`src/assert_macros.svh`:
```
// ----------------------------------------------------------------------------
// Assertion macros
// Shared concurrent assertion wrappers for the slot tracker RTL.
// ----------------------------------------------------------------------------
`ifndef ASSERT_MACROS_SVH
`define ASSERT_MACROS_SVH

`ifndef NO_ASSERTIONS

`define ASSERT_IMP(lbl, clk, rst_n, ante, cons) \
  lbl: assert property (@(posedge clk) disable iff (!rst_n) (ante) |-> (cons)) \
    else $error("assertion failed");

`define ASSERT_NEXT(lbl, clk, rst_n, ante, cons) \
  lbl: assert property (@(posedge clk) disable iff (!rst_n) (ante) |=> (cons)) \
    else $error("assertion failed");

`else

`define ASSERT_IMP(lbl, clk, rst_n, ante, cons)

`define ASSERT_NEXT(lbl, clk, rst_n, ante, cons)

`endif

`endif

```
`src/rqst_pkg.sv`:
```
// ----------------------------------------------------------------------------
// rqst_pkg
// Types, sizes and codes shared by the request slot tracker modules.
// ----------------------------------------------------------------------------
`default_nettype none

package rqst_pkg;

  localparam int SLOTS   = 8;
  localparam int SLOT_W  = (SLOTS > 1) ? $clog2(SLOTS) : 1;
  localparam int OP_W    = 3;
  localparam int ID_W    = 32;
  localparam int FAULT_W = 16;
  localparam int ST_W    = 2;
  localparam int CNT_W   = 32;

  localparam logic [OP_W-1:0] OP_ALLOC     = 3'd0;
  localparam logic [OP_W-1:0] OP_MARK_PEND = 3'd1;
  localparam logic [OP_W-1:0] OP_MARK_DONE = 3'd2;
  localparam logic [OP_W-1:0] OP_MARK_ERR  = 3'd3;
  localparam logic [OP_W-1:0] OP_FREE      = 3'd4;
  localparam logic [OP_W-1:0] OP_QUERY     = 3'd5;

  localparam logic [ST_W-1:0] ST_IDLE     = 2'd0;
  localparam logic [ST_W-1:0] ST_PENDING  = 2'd1;
  localparam logic [ST_W-1:0] ST_COMPLETE = 2'd2;
  localparam logic [ST_W-1:0] ST_ERROR    = 2'd3;

  typedef struct packed {
    logic [OP_W-1:0]           operation;
    logic [ID_W-1:0]           target_id;
    logic signed [FAULT_W-1:0] fault_code;
  } rqst_in_t;

  typedef struct packed {
    logic                      ok;
    logic [ID_W-1:0]           granted_id;
    logic [ST_W-1:0]           slot_state;
    logic signed [FAULT_W-1:0] stored_fault;
    logic [CNT_W-1:0]          total_count;
    logic [CNT_W-1:0]          full_count;
    logic [CNT_W-1:0]          pending_count;
    logic [CNT_W-1:0]          completed_count;
    logic [CNT_W-1:0]          error_count;
  } rqst_out_t;

  typedef struct packed {
    logic capture;
    logic apply;
  } rqst_cmd_t;

endpackage

`default_nettype wire

```
`src/request_slot_tracker.sv`:
```
// On the accepting edge the controller enters S_APPLY; out_valid and out_item are registered as it leaves S_APPLY.
// A new request is accepted only while busy is low; the slot table is searched in the
//   accept cycle and written back in the following cycle, when busy is high.
// Results are strobed on out_valid for one cycle; the receiver cannot stall.
// Reset (synchronous, rst_n low): all slots idle, next ID 1, counters zero.
// ----------------------------------------------------------------------------
// request_slot_tracker
// Table of outstanding request slots with ID allocation and statistics.
// ----------------------------------------------------------------------------
`default_nettype none

module request_slot_tracker (
  input  wire logic             clk,
  input  wire logic             rst_n,
  input  wire logic             start,
  output logic                  busy,
  input  rqst_pkg::rqst_in_t    in_item,
  output logic                  out_valid,
  output rqst_pkg::rqst_out_t   out_item
);
  import rqst_pkg::*;

  rqst_cmd_t cmd;

  rqst_ctrl u_ctrl (
    .clk       (clk),
    .rst_n     (rst_n),
    .start     (start),
    .busy      (busy),
    .out_valid (out_valid),
    .cmd       (cmd)
  );

  rqst_dp u_dp (
    .clk      (clk),
    .rst_n    (rst_n),
    .cmd      (cmd),
    .in_item  (in_item),
    .out_item (out_item)
  );

endmodule

`default_nettype wire

```
`src/rqst_ctrl.sv`:
```
// ----------------------------------------------------------------------------
// rqst_ctrl
// Sequencer: search on accept, write back in the next cycle, strobe result.
// ----------------------------------------------------------------------------
`default_nettype none

`include "assert_macros.svh"

module rqst_ctrl (
  input  wire logic               clk,
  input  wire logic               rst_n,
  input  wire logic               start,
  output logic                    busy,
  output logic                    out_valid,
  output rqst_pkg::rqst_cmd_t     cmd
);
  import rqst_pkg::*;

  localparam logic S_IDLE  = 1'b0;
  localparam logic S_APPLY = 1'b1;

  logic state_r;
  logic state_nxt;
  logic valid_r;
  logic accept;

  assign accept = start && (state_r == S_IDLE);

  always_comb begin
    state_nxt = state_r;
    case (state_r)
      S_IDLE: begin
        if (accept) state_nxt = S_APPLY;
      end
      S_APPLY: begin
        state_nxt = S_IDLE;
      end
      default: begin
        state_nxt = S_IDLE;
      end
    endcase
  end

  always_ff @(posedge clk) begin
    if (!rst_n) begin
      state_r <= S_IDLE;
      valid_r <= 1'b0;
    end else begin
      state_r <= state_nxt;
      valid_r <= (state_r == S_APPLY);
    end
  end

  assign busy        = (state_r == S_APPLY);
  assign out_valid   = valid_r;
  assign cmd.capture = accept;
  assign cmd.apply   = (state_r == S_APPLY);

  `ASSERT_NEXT(a_accept_busy, clk, rst_n, start && !busy, busy)
  `ASSERT_NEXT(a_apply_one_cycle, clk, rst_n, busy, !busy && out_valid)
  `ASSERT_IMP(a_valid_after_apply, clk, rst_n, out_valid, !busy)

endmodule

`default_nettype wire

```
`src/rqst_dp.sv`:
```
// ----------------------------------------------------------------------------
// rqst_dp
// Slot table, parallel search and priority pick, write-back and statistics.
// ----------------------------------------------------------------------------
`default_nettype none

`include "assert_macros.svh"

module rqst_dp (
  input  wire logic                clk,
  input  wire logic                rst_n,
  input  rqst_pkg::rqst_cmd_t      cmd,
  input  rqst_pkg::rqst_in_t       in_item,
  output rqst_pkg::rqst_out_t      out_item
);
  import rqst_pkg::*;

  logic [ST_W-1:0]    status_r [SLOTS];
  logic [ID_W-1:0]    ident_r  [SLOTS];
  logic [FAULT_W-1:0] fault_r  [SLOTS];

  logic [ID_W-1:0]    next_id_r,   next_id_nxt;
  logic [CNT_W-1:0]   total_r,     total_nxt;
  logic [CNT_W-1:0]   full_r,      full_nxt;
  logic [CNT_W-1:0]   pend_r,      pend_nxt;
  logic [CNT_W-1:0]   done_r,      done_nxt;
  logic [CNT_W-1:0]   err_r,       err_nxt;

  logic [OP_W-1:0]    op_r;
  logic [FAULT_W-1:0] code_r;
  logic [SLOT_W-1:0]  sel_r;
  logic               hit_r;
  rqst_out_t          res_r;

  logic               idle_hit, match_hit;
  logic [SLOT_W-1:0]  idle_sel, match_sel;

  logic [ST_W-1:0]    cur_st;
  logic [FAULT_W-1:0] cur_fault;
  logic               wr_en, wr_id_en, wr_fault_en;
  logic [ST_W-1:0]    wr_st;
  logic [ID_W-1:0]    wr_id;
  logic [FAULT_W-1:0] wr_fault;
  logic [CNT_W-1:0]   pend_dn;
  rqst_out_t          res_nxt;

  // priority pick: lowest idle slot, lowest live slot with matching ID
  always_comb begin
    idle_hit  = 1'b0;
    idle_sel  = '0;
    match_hit = 1'b0;
    match_sel = '0;
    for (int i = SLOTS - 1; i >= 0; i--) begin
      if (status_r[i] == ST_IDLE) begin
        idle_hit = 1'b1;
        idle_sel = SLOT_W'(i);
      end
      if (status_r[i] != ST_IDLE && ident_r[i] == in_item.target_id) begin
        match_hit = 1'b1;
        match_sel = SLOT_W'(i);
      end
    end
  end

  always_ff @(posedge clk) begin
    if (cmd.capture) begin
      op_r   <= in_item.operation;
      code_r <= in_item.fault_code;
      if (in_item.operation == OP_ALLOC) begin
        sel_r <= idle_sel;
        hit_r <= idle_hit;
      end else begin
        sel_r <= match_sel;
        hit_r <= match_hit && (in_item.target_id != '0) &&
                 (in_item.operation inside {[OP_MARK_PEND:OP_QUERY]});
      end
    end
  end

  assign cur_st    = status_r[sel_r];
  assign cur_fault = fault_r[sel_r];
  assign pend_dn   = (pend_r != '0) ? pend_r - CNT_W'(1) : pend_r;

  always_comb begin
    wr_en       = 1'b0;
    wr_st       = cur_st;
    wr_id_en    = 1'b0;
    wr_id       = next_id_r;
    wr_fault_en = 1'b0;
    wr_fault    = code_r;
    next_id_nxt = next_id_r;
    total_nxt   = total_r;
    full_nxt    = full_r;
    pend_nxt    = pend_r;
    done_nxt    = done_r;
    err_nxt     = err_r;
    if (cmd.apply && hit_r) begin
      case (op_r)
        OP_ALLOC: begin
          wr_en       = 1'b1;
          wr_st       = ST_PENDING;
          wr_id_en    = 1'b1;
          wr_fault_en = 1'b1;
          wr_fault    = '0;
          next_id_nxt = (next_id_r == '1) ? ID_W'(1) : next_id_r + ID_W'(1);
          total_nxt   = total_r + CNT_W'(1);
        end
        OP_MARK_PEND: begin
          wr_en    = 1'b1;
          wr_st    = ST_PENDING;
          pend_nxt = pend_r + CNT_W'(1);
        end
        OP_MARK_DONE: begin
          wr_en    = 1'b1;
          wr_st    = ST_COMPLETE;
          pend_nxt = pend_dn;
          done_nxt = done_r + CNT_W'(1);
        end
        OP_MARK_ERR: begin
          wr_en       = 1'b1;
          wr_st       = ST_ERROR;
          wr_fault_en = 1'b1;
          pend_nxt    = pend_dn;
          err_nxt     = err_r + CNT_W'(1);
        end
        OP_FREE: begin
          wr_en    = 1'b1;
          wr_st    = ST_IDLE;
          wr_id_en = 1'b1;
          wr_id    = '0;
          if (cur_st == ST_PENDING) pend_nxt = pend_dn;
        end
        default: begin
        end
      endcase
    end else if (cmd.apply && op_r == OP_ALLOC) begin
      full_nxt = full_r + CNT_W'(1);
    end
  end

  always_comb begin
    res_nxt                 = '0;
    res_nxt.ok              = hit_r;
    res_nxt.granted_id      = (hit_r && op_r == OP_ALLOC) ? next_id_r : '0;
    res_nxt.slot_state      = hit_r ? wr_st : ST_IDLE;
    res_nxt.stored_fault    = hit_r ? (wr_fault_en ? wr_fault : cur_fault) : '0;
    res_nxt.total_count     = total_nxt;
    res_nxt.full_count      = full_nxt;
    res_nxt.pending_count   = pend_nxt;
    res_nxt.completed_count = done_nxt;
    res_nxt.error_count     = err_nxt;
  end

  always_ff @(posedge clk) begin
    if (!rst_n) begin
      for (int i = 0; i < SLOTS; i++) status_r[i] <= ST_IDLE;
      next_id_r <= ID_W'(1);
      total_r   <= '0;
      full_r    <= '0;
      pend_r    <= '0;
      done_r    <= '0;
      err_r     <= '0;
    end else begin
      if (wr_en) status_r[sel_r] <= wr_st;
      next_id_r <= next_id_nxt;
      total_r   <= total_nxt;
      full_r    <= full_nxt;
      pend_r    <= pend_nxt;
      done_r    <= done_nxt;
      err_r     <= err_nxt;
    end
  end

  always_ff @(posedge clk) begin
    if (wr_id_en) ident_r[sel_r] <= wr_id;
    if (wr_fault_en) fault_r[sel_r] <= wr_fault;
    if (cmd.apply) res_r <= res_nxt;
  end

  assign out_item = res_r;

  `ASSERT_IMP(a_next_id_nonzero, clk, rst_n, 1'b1, next_id_r != '0)
  `ASSERT_IMP(a_alloc_hits_idle, clk, rst_n, cmd.apply && hit_r && op_r == OP_ALLOC,
              cur_st == ST_IDLE)
  `ASSERT_IMP(a_lookup_hits_live, clk, rst_n, cmd.apply && hit_r && op_r != OP_ALLOC,
              cur_st != ST_IDLE)

endmodule

`default_nettype wire
```
`config.mk`:
```
export PLATFORM = sky130hd
export DESIGN_NAME = request_slot_tracker
export DESIGN_NICKNAME = d
export VERILOG_FILES = /design/src/rqst_pkg.sv /design/src/request_slot_tracker.sv /design/src/rqst_ctrl.sv /design/src/rqst_dp.sv
export VERILOG_INCLUDE_DIRS = /design/src /design/src/src
export SDC_FILE = /design/constraint.sdc
export NUM_CORES = 1
export LEC_CHECK = 0
export ABC_AREA = 1
export BUFFER_PORTS_ARGS = -buffer_cell sky130_fd_sc_hd__buf_2
export CAP_MARGIN = 20
export CORE_UTILIZATION = 26
export DETAILED_ROUTE_END_ITERATION = 6
export PLACE_DENSITY_LB_ADDON = 0.1
export SETUP_SLACK_MARGIN = 0.3
export SYNTH_ARGS = -nofsm -noshare
export SYNTH_HDL_FRONTEND = slang
export SYNTH_SLANG_ARGS = --single-unit
```
`constraint.sdc`:
```
create_clock -name clk -period 9.81 [get_ports clk]
set_input_delay 0.4905 -clock clk [delete_from_list [all_inputs] [get_ports clk]]
set_output_delay 0.4905 -clock clk [all_outputs]
set_load 0.1 [all_outputs]
```
---- Yosys cells after proc, flatten, opt, wreduce, memory -nomap -nowiden ----
Memory sizes are Yosys's and may differ from the RTL's. A register that Yosys moved wholly into a read port is not among the register bits.
Cells that the tools add are included.
W data, S select, Z words.
storage, ports and cells
  bits in registers ....................... 412
  RAM bits ................................ 400
  bits of input ports ..................... 54
  output and inout port bits .............. 213
  logic and storage cells ................. 163
  memories kept ........................... 3
operators by class
  add/sub/neg operators ................... 7
  magnitude comparators ................... 2
  equal/unequal tests ..................... 14
  multiplexer cells ....................... 73
  bitwise gates (word level) .............. 1
  reduce and logical (&&, ||, !) cells .... 43
memory list
  name           depth  bits a word  read ports  clocked after Yosys merged registers in  wr ports  line           RTL
  u_dp.ident_r   8      32           8           0                                        1         rqst_dp.sv:19  logic [ID_W-1:0] ident_r [SLOTS];
  u_dp.fault_r   8      16           1           1                                        1         rqst_dp.sv:20  logic [FAULT_W-1:0] fault_r [SLOTS];
  u_dp.status_r  8      2            9           1                                        8         rqst_dp.sv:18  logic [ST_W-1:0] status_r [SLOTS];
operators with widths
  operator                 number
  $mux W32                 14
  $eq A32 B32 Y1           8
  $add A32 B1 Y32 const B  6
  $pmux W32 S3             1
  $reduce_bool A32 Y1      2
  $mux W3                  19
  $mux W1                  33
  $eq A32 B32 Y1 const B   1
  $mux W16                 2
  $sub A32 B1 Y32 const B  1
  $logic_not A2 Y1         8
  $reduce_bool A2 Y1       8
  $logic_and A1 B1 Y1      15
  $reduce_or A2 Y1         5
  $pmux W2 S4              1
  $eq A3 B2 Y1 const B     2
  $logic_not A3 Y1         2
  $reduce_or A5 Y1         1
  $mux W2                  2
  $eq A3 B1 Y1 const B     1
  $eq A3 B3 Y1 const B     1
  $ge A3 B1 Y1 const B     1
  $le A3 B3 Y1 const B     1
  $eq A2 B1 Y1 const B     1
  4 further kinds          4

---- Depth between registers and ports, before layout ----
  depth after elaboration ................. 13
  mapped depth ............................ 20
  depth with buffers taken out ............ 19

---- Modules after synthesis ----
Synthesis repeated with hierarchy kept, for this count alone.
unflattened totals
  cell total of the unflattened synthesis .. 3,852
  area, all modules ....................... 37,224.5 µm²
by module, submodules not included
  module     times used  cells an instance  area each (µm²)  seq. area each (µm²)
  rqst_dp    1           3,841              37,138.1         22,942.0
  rqst_ctrl  1           11                 86.3             40.0

---- Worst setup path before layout ----
Ideal clock, no wire load.
  path kind ............................... register to register
  start ................................... register u_ctrl.state_r (netlist: u_ctrl.busy)
  end ..................................... memory u_dp.ident_r[0][0], enable pin
  library setup time ...................... 0.421 ns
  data arrival time ....................... 8.356 ns
  data required time ...................... 9.389 ns
  slack ................................... 1.033 ns
  stages on the path, launching flop included .. 5
  buffers on the path ..................... 0
  period minus slack after synthesis ...... 8.777 ns
  path through ............................ dfxtp_1 > nand2_2 > nor2_1 > inv_1 > nor2_1
on the way
  word-level cells in the longest chain between the ends .. 4
ends and longest elaborated chain
  item                           line             RTL
  start, declared                rqst_ctrl.sv:22  logic state_r;
  start signal, assigned         rqst_ctrl.sv:49  state_r <= state_nxt;
  $logic_and A1 B1 Y1            rqst_dp.sv:97    if (cmd.apply && hit_r) begin
  $mux W1                        rqst_dp.sv:97
  $mux W1                        rqst_dp.sv:175   if (wr_id_en) ident_r[sel_r] <= wr_id;
  $mux W1 (implied by the code)  rqst_dp.sv:175
  end, declared                  rqst_dp.sv:19
No other way between the ends.

---- Worst setup path in the final report ----
  start ................................... register u_dp.op_r[0]
  end ..................................... register u_dp.res_r, in the netlist u_dp.out_item[66] (data pin)
on the way
  word-level cells in the longest chain between the ends .. 4
  elaborated cells on any way between the ends .. 7
  classes of those cells .................. eq/ne: 4; mux: 2; reduce/logical: 1
ends and longest elaborated chain
  item                               line            RTL
  start, declared                    rqst_dp.sv:29   logic [OP_W-1:0] op_r;
  start signal, assigned             rqst_dp.sv:67   op_r <= in_item.operation;
  $eq A3 B2 Y1                       rqst_dp.sv:98   case (op_r)
  $reduce_or A2 Y1 (no source line)  -
  $pmux W32 S3 *                     rqst_dp.sv:98
  $mux W32 *                         rqst_dp.sv:97
  via u_dp.pend_nxt[2]               rqst_dp.sv:25   logic [CNT_W-1:0] pend_r, pend_nxt;
  end signal, assigned               rqst_dp.sv:177  if (cmd.apply) res_r <= res_nxt;
  end, declared                      rqst_dp.sv:33   rqst_out_t res_r;
Mark *: on every way through the listed nets, which the timed path passes. The rest lies on a longest branch.
A chain may end at the register's enable or synchronous reset.

==> impl_metrics.toml <==
[run_status]
run_status = "complete, no violations"

[pwr]
power_frac_clock = 0.456
sequentialPowerShare = 0.456
net-switching-power_mw = 2.22
leakagePower_nw = 17.7
comb_power_share = 0.088
power_density_nw_per_um2 = 188
vdd_ir_drop_max_v = 0.000151
power_switching_share = 0.263
internal-power_mw = 6.21

[cts]
cts_tree = "yes"
insertion_delay_ns = 0.72
path_clk_slew_ns = 0.06
cts_made_buffers = 100
clk_sinks = 831
htree_levels = 3
clock_path_buffers = 3
clockRootBuffer = "sky130_fd_sc_hd__clkbuf_16"

[final_layout]
area.growth.synth_to_final_pct = 19.4
final_layout_size_suffix_gt1_frac = 0.130
area_of_the_multi_input_gates_um2 = 12100
nets_finish = 4320
mostFrequentLayoutCells = "sky130_fd_sc_hd__nand2_1 (827), sky130_fd_sc_hd__edfxtp_1 (634), sky130_fd_sc_hd__inv_1 (551)"
final_common_cell = "sky130_fd_sc_hd__nand2_1"
register_area_um2 = 23000
fillCellCount = 15000

[job]
max_cap_violations = 0

[sta]
fin_worst_hold_slack_ns = 0.0952
final.setup.tns_ns = 0
report.final.hold_viol_count = 0
timing.clock.skew_ns = 0.0435
fin_ws_ns = 6.37
maxSlewHeadroom = 0.326
layout_min_cycle_time_ns = 3.44
final_min_period_over_clock_period = 0.351
rsz0062_at_grt = "no"
max_freq_mhz = 291
finalSetupViolations = 0
maxSlewViolCount = 0
worst_pin_slew_ns = 1.00

[grt]
global_route_wire_length_before_repair_um = 194000
globalRouteOverflowTotal = 0
total_global_route_track_usage = 0.182
grt_max_degree = 83
number_of_global_route_vias_before_repair = 28300
grt_antenna_before_repair = 6

[yosys]
seq_area_frac_synth = 0.611
post_synthesis_cell_count = 3942
synth.net_count = 4004
synth_area_per_cell_um2 = 9.54
share_of_async_settable_or_async_resettable_flops_after_synthesis = 0
synth.distinct_cells = 62
yosys_most_used_dff = "sky130_fd_sc_hd__edfxtp_1"
synthesis.yosys.warnings = 0
synth_seq_cells = 831
synth_edf_count = 634
syn-cell-area_um2 = 37600

[drt]
dr.first_iter.drc_count = 2196
routed_wl_um = 135000
drt_pass1_iterations = 6
avgRoutedWirePerCell_um = 21.5
post_route_ant_nets = 0
viasPerCell = 4.53
drc = 0
route.vias.total = 28300

[placement]
place_ws_ns = 6.29
place_hpwl_um = 96200
io_buffer_count = 266
gpl.final_weighted_congestion = 0.896

[worst_setup_path]
endpoint_kind = "flop"
worst_path_dominant_cell_family = "buffers and inverters"
critPathSlowestCell = "sky130_fd_sc_hd__clkinv_1"
crit_top_cell = "sky130_fd_sc_hd__nand2_1"
path_cells = "inv_1 -> nand2_1 -> nor2_1 -> nor2_1 -> nand2_1 -> nand2_1 -> buf_4 -> clkinv_1 -> or2_2 -> nand2_1 -> inv_1"
setup.worst_path.start_class = "flop"
buf_inv_on_cp = 4
reg2reg_slack_ns = 6.37
cpPeakStageDelay_ns = 0.84
critPathKind = "reg -> reg"
worstPathArrival_ns = 3.90
cp_data_required_time_ns = 10.27
critPathMaxFanout = 34

[die]
die-height_um = 382
area_of_the_core_region_um2 = 143000
initial_core_util = 0.262
boundaryPins = 267
core.rowCount = 139
fp.dieW_um = 382
dieArea_um2 = 146000

[min_path]
min-delay-path-class = "in -> reg"
-- repair_timing --
action / CTS / global route
endpoints found under the hold margin: 16 / 0
setup endpoints to repair: 0 / 0
resized for setup: 0 / 0
buffers inserted: 0 / 0
hold buffers: 16 / 0
-- worst register-to-register path, cell delays in order (launching register included) --
cell                       delay, ns
sky130_fd_sc_hd__edfxtp_1       0.43
sky130_fd_sc_hd__inv_1          0.13
sky130_fd_sc_hd__nand2_1        0.13
sky130_fd_sc_hd__nor2_1         0.18
sky130_fd_sc_hd__nor2_1         0.23
sky130_fd_sc_hd__nand2_1        0.08
sky130_fd_sc_hd__nand2_1        0.08
sky130_fd_sc_hd__buf_4          0.39
sky130_fd_sc_hd__clkinv_1       0.86
sky130_fd_sc_hd__or2_2          0.59
sky130_fd_sc_hd__nand2_1        0.09
sky130_fd_sc_hd__inv_1          0.04
-- synth_stat cells, types with 3 or more instances --
master,number,area [um2]
sky130_fd_sc_hd__nand2_1,827,3100
sky130_fd_sc_hd__edfxtp_1,634,19000
sky130_fd_sc_hd__inv_1,551,2070
sky130_fd_sc_hd__nor2_1,500,1880
sky130_fd_sc_hd__dfxtp_1,197,3940
sky130_fd_sc_hd__o21ai_0,171,856
sky130_fd_sc_hd__nand3_1,166,831
sky130_fd_sc_hd__a21oi_1,121,606
sky130_fd_sc_hd__clkbuf_1,99,372
sky130_fd_sc_hd__nor3_1,98,490
sky130_fd_sc_hd__xor2_1,96,841
sky130_fd_sc_hd__nand4_1,84,526
sky130_fd_sc_hd__xnor2_1,70,613
sky130_fd_sc_hd__nor4_1,53,332
sky130_fd_sc_hd__or2_2,36,225
sky130_fd_sc_hd__o22ai_1,26,163
sky130_fd_sc_hd__and2_1,16,100
sky130_fd_sc_hd__o2111ai_1,15,131
sky130_fd_sc_hd__a22o_1,14,123
sky130_fd_sc_hd__nor2_2,13,81.3
sky130_fd_sc_hd__nor3b_1,12,90.1
sky130_fd_sc_hd__clkinv_1,11,41.3
sky130_fd_sc_hd__a221oi_1,10,87.6
sky130_fd_sc_hd__o211ai_1,10,75.1
sky130_fd_sc_hd__ha_1,8,100
sky130_fd_sc_hd__a211oi_1,7,52.6
sky130_fd_sc_hd__a22oi_1,7,52.6
sky130_fd_sc_hd__buf_2,7,35.0
sky130_fd_sc_hd__nor3_2,7,70.1
sky130_fd_sc_hd__nor2_4,6,67.6
sky130_fd_sc_hd__o31ai_1,6,45.0
sky130_fd_sc_hd__or3_1,6,37.5
sky130_fd_sc_hd__nand2_2,5,31.3
sky130_fd_sc_hd__inv_2,4,15.0
sky130_fd_sc_hd__nand3b_1,4,30.0
sky130_fd_sc_hd__or2_1,4,25.0
sky130_fd_sc_hd__a31oi_1,3,18.8
sky130_fd_sc_hd__nand4_2,3,37.5
sky130_fd_sc_hd__o21ai_1,3,15.0
sky130_fd_sc_hd__o221ai_1,3,26.3
sky130_fd_sc_hd__o41ai_1,3,26.3
-- cell type report --
| type | instances | share of cell area |
|---|---|---|
| Antenna cell | 2 | 0.000112 |
| Sequential cell | 831 | 0.512 |
| Clock buffer | 123 | 0.0597 |
| Clock inverter | 62 | 0.0156 |
| Tap cell | 1903 | 0.0530 |
| Timing Repair Buffer | 323 | 0.0414 |
| Inverter | 568 | 0.0478 |
| Multi-Input combinational cell | 2434 | 0.270 |
-- layer usage --
layer	track usage	wire length (um)
met3	0.0434	9040
met1	0.240	60500
met5	0	22
met4	0.0640	4160
met2	0.289	60800
-- flip-flops by register name, summed over array words and instances (netlist names), named ones only --
register,count
u_dp.next_id_r,32
u_dp.full_r,32
u_dp.status_r,16
u_dp.sel_r,3
u_dp.out_item,211
u_dp.done_r,32
u_dp.ident_r,256
u_dp.hit_r,1
u_dp.total_r,32
u_dp.code_r,16
u_ctrl.out_valid,1
u_dp.op_r,3
u_dp.pend_r,32
u_ctrl.busy,1
u_dp.err_r,32
u_dp.fault_r,128
-- stage by stage --
step	total power [mW]	std cells	utilization	area, um2
final	8.44	6246	0.313	44900
after global routing	8.73	6245	0.313	44900
after CTS	8.57	6243	0.313	44900
after detailed placement	4.66	6042	0.288	41300
after global placement	4.67	6039	0.287	41200
after floorplan	4.44	3942	-	37600
-- cells by family after synthesis --
kind of cell	count (synthesis)	share of synthesized area
AND/OR/NAND/NOR	1853	0.216
buffers and inverters	677	0.0682
AO/OA/AOI/OAI	406	0.0623
flip-flops	831	0.611
adder cells (fa/ha/maj)	8	0.00266
XOR/XNOR	167	0.0391
-- power groups by stage --
stage / sequential (mW) / clock (mW) / combinational, mW
floorplan: 4.16 / 0 / 0.277
global placement: 3.93 / 0 / 0.743
detailed placement: 3.93 / 0 / 0.739
CTS: 3.85 / 3.97 / 0.746
global route: 3.86 / 4.08 / 0.794
finish: 3.85 / 3.85 / 0.740
-- final timing paths --
check,cells past startpoint,startpoint,to
worst max register to register,11,u_dp.op_r[0]$_DFFE_PP_,u_dp.out_item[66]$_DFFE_PP_
worst max-delay path,11,u_dp.op_r[0]$_DFFE_PP_,u_dp.out_item[66]$_DFFE_PP_
worst min register to register,2,u_dp.err_r[26]$_SDFF_PN0_,u_dp.err_r[26]$_SDFF_PN0_
worst min-delay path,2,rst_n,u_dp.full_r[16]$_SDFF_PN0_
(Power assumes the default switching activity.)
